`src/rtl/core/apss_pkg.sv`:
```
`default_nettype none
// ----------------------------------------------------------------------------
// apss_pkg: shared types and constants of the adaptive penalty step
// Item formats, configuration register indexes, reset values and the
// operation codes of the shared divide and square root unit.
// ----------------------------------------------------------------------------
package apss_pkg;

  localparam int unsigned VEC_LEN_DEF   = 1024;
  localparam int unsigned FRAC_BITS_DEF = 16;

  // width of the shift amount handed to the divider
  localparam int unsigned SH_W = 5;
  // operand width of the shared multiplier (magnitudes up to 2^32)
  localparam int unsigned MUL_W = 33;

  localparam int unsigned CFG_IDX_W  = 3;
  localparam int unsigned CFG_DATA_W = 32;

  localparam logic [CFG_IDX_W-1:0] CFG_CORR_EPSILON   = 3'd0;
  localparam logic [CFG_IDX_W-1:0] CFG_CORR_THRESHOLD = 3'd1;
  localparam logic [CFG_IDX_W-1:0] CFG_SCALE_LIMIT    = 3'd2;
  localparam logic [CFG_IDX_W-1:0] CFG_UPDATE_WEIGHT  = 3'd3;
  localparam logic [CFG_IDX_W-1:0] CFG_UPDATE_GAMMA   = 3'd4;
  localparam logic [CFG_IDX_W-1:0] CFG_LIMIT_SCALE    = 3'd5;
  localparam logic [CFG_IDX_W-1:0] CFG_START_WEIGHT   = 3'd6;

  localparam logic [31:0] CORR_EPSILON_RST   = 32'd1;
  localparam logic [16:0] CORR_THRESHOLD_RST = 17'd13107;
  localparam logic [31:0] SCALE_LIMIT_RST    = 32'd655360;
  localparam logic [31:0] START_WEIGHT_RST   = 32'd65536;

  typedef enum logic {
    OP_DIV  = 1'b0,
    OP_SQRT = 1'b1
  } apss_op_e;

  typedef struct packed {
    logic signed [31:0] dual_old;
    logic signed [31:0] dual_new;
    logic signed [31:0] split_val;
    logic signed [31:0] aux_val;
    logic               last_element;
  } apss_in_t;

  typedef struct packed {
    logic [31:0] new_weight;
    logic [17:0] new_gamma;
    logic        alpha_ok;
    logic        beta_ok;
    logic        saturated;
  } apss_out_t;

  // one word of the previous-pass store
  typedef struct packed {
    logic [31:0] yhat;
    logic [31:0] dual;
    logic [31:0] split;
    logic [31:0] aux;
  } apss_prev_t;

endpackage
`default_nettype wire

```
`src/rtl/core/apss_mul.sv`:
```
`default_nettype none
// ----------------------------------------------------------------------------
// apss_mul: shared magnitude multiplier
// Unsigned product with a registered result; hold the result while idle.
// ----------------------------------------------------------------------------
module apss_mul
  import apss_pkg::*;
#(
  parameter int unsigned W = MUL_W
) (
  input  wire logic           clk_i,
  input  wire logic           en_i,
  input  wire logic [W-1:0]   a_i,
  input  wire logic [W-1:0]   b_i,
  output logic      [2*W-1:0] prod_o
);

  logic [2*W-1:0] prod_q;

  always_ff @(posedge clk_i) begin
    if (en_i) begin
      prod_q <= (2*W)'(a_i) * (2*W)'(b_i);
    end
  end

  assign prod_o = prod_q;

endmodule
`default_nettype wire

```
`config.mk`:
```
export PLATFORM = sky130hd
export DESIGN_NAME = apss_mul
export DESIGN_NICKNAME = d
export VERILOG_FILES = /design/src/rtl/core/apss_pkg.sv /design/src/rtl/core/apss_mul.sv
export SDC_FILE = /design/constraint.sdc
export NUM_CORES = 2
export LEC_CHECK = 0
export BUFFER_PORTS_ARGS = -buffer_cell sky130_fd_sc_hd__buf_2
export CORE_MARGIN = 1
export CORE_UTILIZATION = 45
export CTS_CLUSTER_SIZE = 20
export DETAILED_ROUTE_END_ITERATION = 10
export PLACE_DENSITY = 0.61
export SLEW_MARGIN = 10
export SYNTH_ARGS = -nofsm -noshare
export SYNTH_HDL_FRONTEND = slang
export SYNTH_SLANG_ARGS = --single-unit
```
`constraint.sdc`:
```
create_clock -name clk_i -period 9.6 [get_ports clk_i]
set_clock_uncertainty 0.2 [all_clocks]
set_input_delay 1.44 -clock clk_i [delete_from_list [all_inputs] [get_ports clk_i]]
set_output_delay 1.44 -clock clk_i [all_outputs]
set_load 0.02 [all_outputs]
```
### Word level (Yosys, flattened, before mapping)

Cells that the tools add are included.

| operators by class | value |
|---|---|
| $add $sub $neg | 0 |
| multiply operators | 1 |
| div/mod/pow operators | 0 |
| order comparisons | 0 |
| eq/ne operators | 0 |
| shift-type cells | 0 |
| multiplexer cells | 0 |
| bitwise gates (word level) | 0 |
| reduce and logical (&&, ||, !) cells | 0 |

Operator list:

| operator | number |
|---|---|
| $mul A33 B33 Y66 | 1 |

| storage, ports and cells | value |
|---|---|
| register bits | 66 |
| latch bits | 0 |
| memory bits (writable) | 0 |
| bits in read-only memories | 0 |
| output and inout port bits | 66 |
| memories kept | 0 |

### Longest topological paths before layout

| depth | value |
|---|---|
| depth after elaboration | 1 |
| mapped depth | 30 |
| mapped depth without buffers | 28 |

### Worst setup path after synthesis

OpenSTA, ideal clock, no wires.

| path | value |
|---|---|
| path type | input to register |
| start point | in b_i[0] |
| end point | reg prod_q[58], in the netlist prod_o[58] (data pin) |
| setup time | 261 ps |
| arrival time | 8406 ps |
| path slack | 734 ps |
| stages | 28 |
| path buffers | 2 |
| cells stage by stage | clkbuf_1 and2_1 fa_1 inv_1 fa_1 inv_1 fa_1 inv_1 fa_1 inv_1 fa_1 fa_1 fa_1 inv_1 fa_1 inv_1 ha_1 buf_2 nand2_1 or4_1 or3_1 o22ai_1 o211a_1 o21ai_2 nand3b_4 o31a_1 o21ai_2 xor2_1 |

| between the ends | value |
|---|---|
| longest elaborated chain between the ends | 1 |

Ends and longest elaborated chain:

| what | RTL line | RTL |
|---|---|---|
| from (decl) | apss_mul.sv:14 | `input wire logic [W-1:0] b_i,` |
| $mul A33 B33 Y66 | apss_mul.sv:22 | `prod_q <= (2*W)'(a_i) * (2*W)'(b_i);` |
| to (signal assigned) | apss_mul.sv:22 |  |
| to (decl) | apss_mul.sv:18 | `logic [2*W-1:0] prod_q;` |

No other way between the ends.
A chain may end at the register's enable or synchronous reset.

### Worst setup path in the final report

| path | value |
|---|---|
| start point | in a_i[17] |
| end point | reg prod_q[64], in the netlist prod_o[64] (data pin) |

| between the ends | value |
|---|---|
| longest elaborated chain between the ends | 1 |

Ends and longest elaborated chain:

| what | RTL line | RTL |
|---|---|---|
| from (decl) | apss_mul.sv:13 | `input wire logic [W-1:0] a_i,` |
| $mul A33 B33 Y66 | apss_mul.sv:22 |  |

No other way between the ends.

==> run metrics <==
status=finished clean; FP Rows=105; clock-pin slew on the worst setup and hold paths=0.07 ns; Hold Path Class=input port to register; H-tree Lvls=3; total gr overflow=0; Final TNS setup=0 ns; final setup fails=0; area share of the largest cell type after synthesis=0.515; Syn Std Cell Area=37300 µm²; post-synth cell types=57; Inserted Clock Buffers=9; Seq/Total Area, Yosys=0.0532; detailed placement HPWL=87100 µm; cells after synthesis=4048; Synth area leaders=fa_1, inv_1, and2_1; syn_area_per_cell=9.21 µm²; CTS tree=yes; routability cong.=0.898; area of the multi-input gates=30600 µm²; Die Span X=290 µm; final setup margin=0.448 ns; final wirelength=100000 µm; leading cell type in the layout, fill and taps excluded=inv_1; Post-synth top flop=edfxtp_1; Final Hold Viols=0; Seq cells post-synth=66; WP data required=9.49 ns; Synth area leader=fa_1; Routed wire per std cell=19.4 µm; Post-synth EDFFs=66; Hold Path Origin=en_i; total area of sequential cells=1980 µm²; commonest non-fill, non-tap cells in the layout=inv_1, fa_1, and2_1, nand2_1, ha_1; CP Capture Type=register; IO Pins=134; Initial Util=0.455; MaxCap Viol Count=0; routed vias=26500; fmax=109 MHz; Resize count post-CTS=0; post-route ant nets=0; clk sinks=66; maximum buffer depth of the clock tree=2; RSZ-0062 raised after global routing=no; root buf cell=clkbuf_16; yosys warns=0; dpl ws=0.153 ns; Total GRT Usage=0.251; fin. max-slew vios=0; vias per cell=5.12; global-route wire length before repair=160000 µm; max reg flops=66; Post-CTS Hold Buffers=0; initial antenna violation count=12; worst setup path class=input port to register; pin count of the biggest net entering global routing=58; post-route minimum period=9.15 ns; final core occ=0.484; Final nets=5382; slew margin rel.=0.486; layout cells sized above 1=0.0647; Fillers=7937; Net Count, Synth=5339; CP Max Fanout=18; period utilization=0.953; die area=84000 µm²; crit path DAT=9.04 ns; port bufs=133; startpoint class of the critical path=input port; core box area=82000 µm²; Post-synth ARST share=0; vias in the first global route=29000; die height=290 µm; Critical Path Source=a_i[17]; Pre-antenna DRT Iters=6; DR DRC count=0; post-CTS setup buffer count=0; 1st-iter DRT viols=1330; Layout Area Growth over Synthesis=6.42%; Worst Tran Pin Value=0.771 ns
-- layout make-up --
type	count	area share
diodes	4	0.000252
clock buffers	9	0.00568
clock inverters	7	0.00177
inverters	1049	0.0993
multi-input cells	2722	0.770
flip-flops and latches	66	0.0500
well taps	1070	0.0338
repair buffers	243	0.0389
-- cell families after synthesis --
| kind of cell | after synthesis | synth area share |
|---|---|---|
| compound gates | 201 | 0.0339 |
| xor+xnor | 65 | 0.0153 |
| simple gates | 1233 | 0.167 |
| buf+inv | 1260 | 0.127 |
| flops | 66 | 0.0532 |
| fa+ha+maj | 1223 | 0.604 |
-- through the flow --
| step | std cells | cell area (µm²) | hold WS (ns) |
|---|---|---|---|
| 2_1_floorplan | 4048 | 37300 | 1.35 |
| 3_3_place_gp | 5150 | 39400 | 1.61 |
| 3_5_place_dp | 5150 | 39400 | 1.62 |
| 4_1_cts | 5166 | 39600 | 1.24 |
| 5_1_grt | 5169 | 39700 | 1.25 |
| 6_report | 5170 | 39700 | 1.25 |
-- worst max-delay path, stage by stage --
cell	delay, ns
buf_2	0.40
buf_4	0.35
nand2_1	0.12
fa_1	0.53
inv_1	0.07
fa_1	0.58
fa_1	0.45
fa_1	0.54
fa_1	0.63
fa_1	0.45
fa_1	0.52
inv_1	0.06
fa_1	0.48
inv_1	0.04
ha_1	0.39
nand2_1	0.10
nor2_1	0.15
nand3_1	0.12
nor3_1	0.38
o21ai_1	0.23
nand2_1	0.21
a21oi_1	0.09
and3b_1	0.23
o41ai_1	0.37
xor2_1	0.11
-- layer usage --
metal  vias up  global-route usage  routed length (µm)
li1      11700                   -                   -
met1     13900               0.297               37700
met2       732               0.455               52800
met3       213              0.0374                4980
met4        10               0.104                4710
met5         -                   0                  58
-- synthesized netlist by cell type (2+ instances only) --
cell	count
a211o_1	2
a211oi_1	5
a21boi_1	3
a21o_1	31
a21oi_1	73
a221oi_1	2
a31o_1	2
a31oi_1	6
and2_1	574
and3_1	7
and4_1	4
buf_2	2
clkbuf_1	209
edfxtp_1	66
fa_1	958
ha_1	265
inv_1	1048
nand2_1	567
nand2b_1	2
nand3_1	10
nand4_1	16
nor2_1	33
nor2b_1	6
nor3_1	4
nor4_1	2
o211ai_1	2
o21a_1	7
o21ai_0	15
o21ai_1	23
o21ai_2	2
o21bai_1	8
o31a_1	2
o31ai_1	3
o41ai_1	2
or3_1	2
xnor2_1	41
xor2_1	24
-- path summary, 6_finish.rpt --
kind / slack, ns / endpoint / depth (start not counted)
max: 0.45 / prod_o[64] / 25
min: 1.25 / prod_o[65] / 1
Power is left out: the tool's default activity adds up to more than one toggle a clock period on the data nets, which glitch-free logic cannot reach.
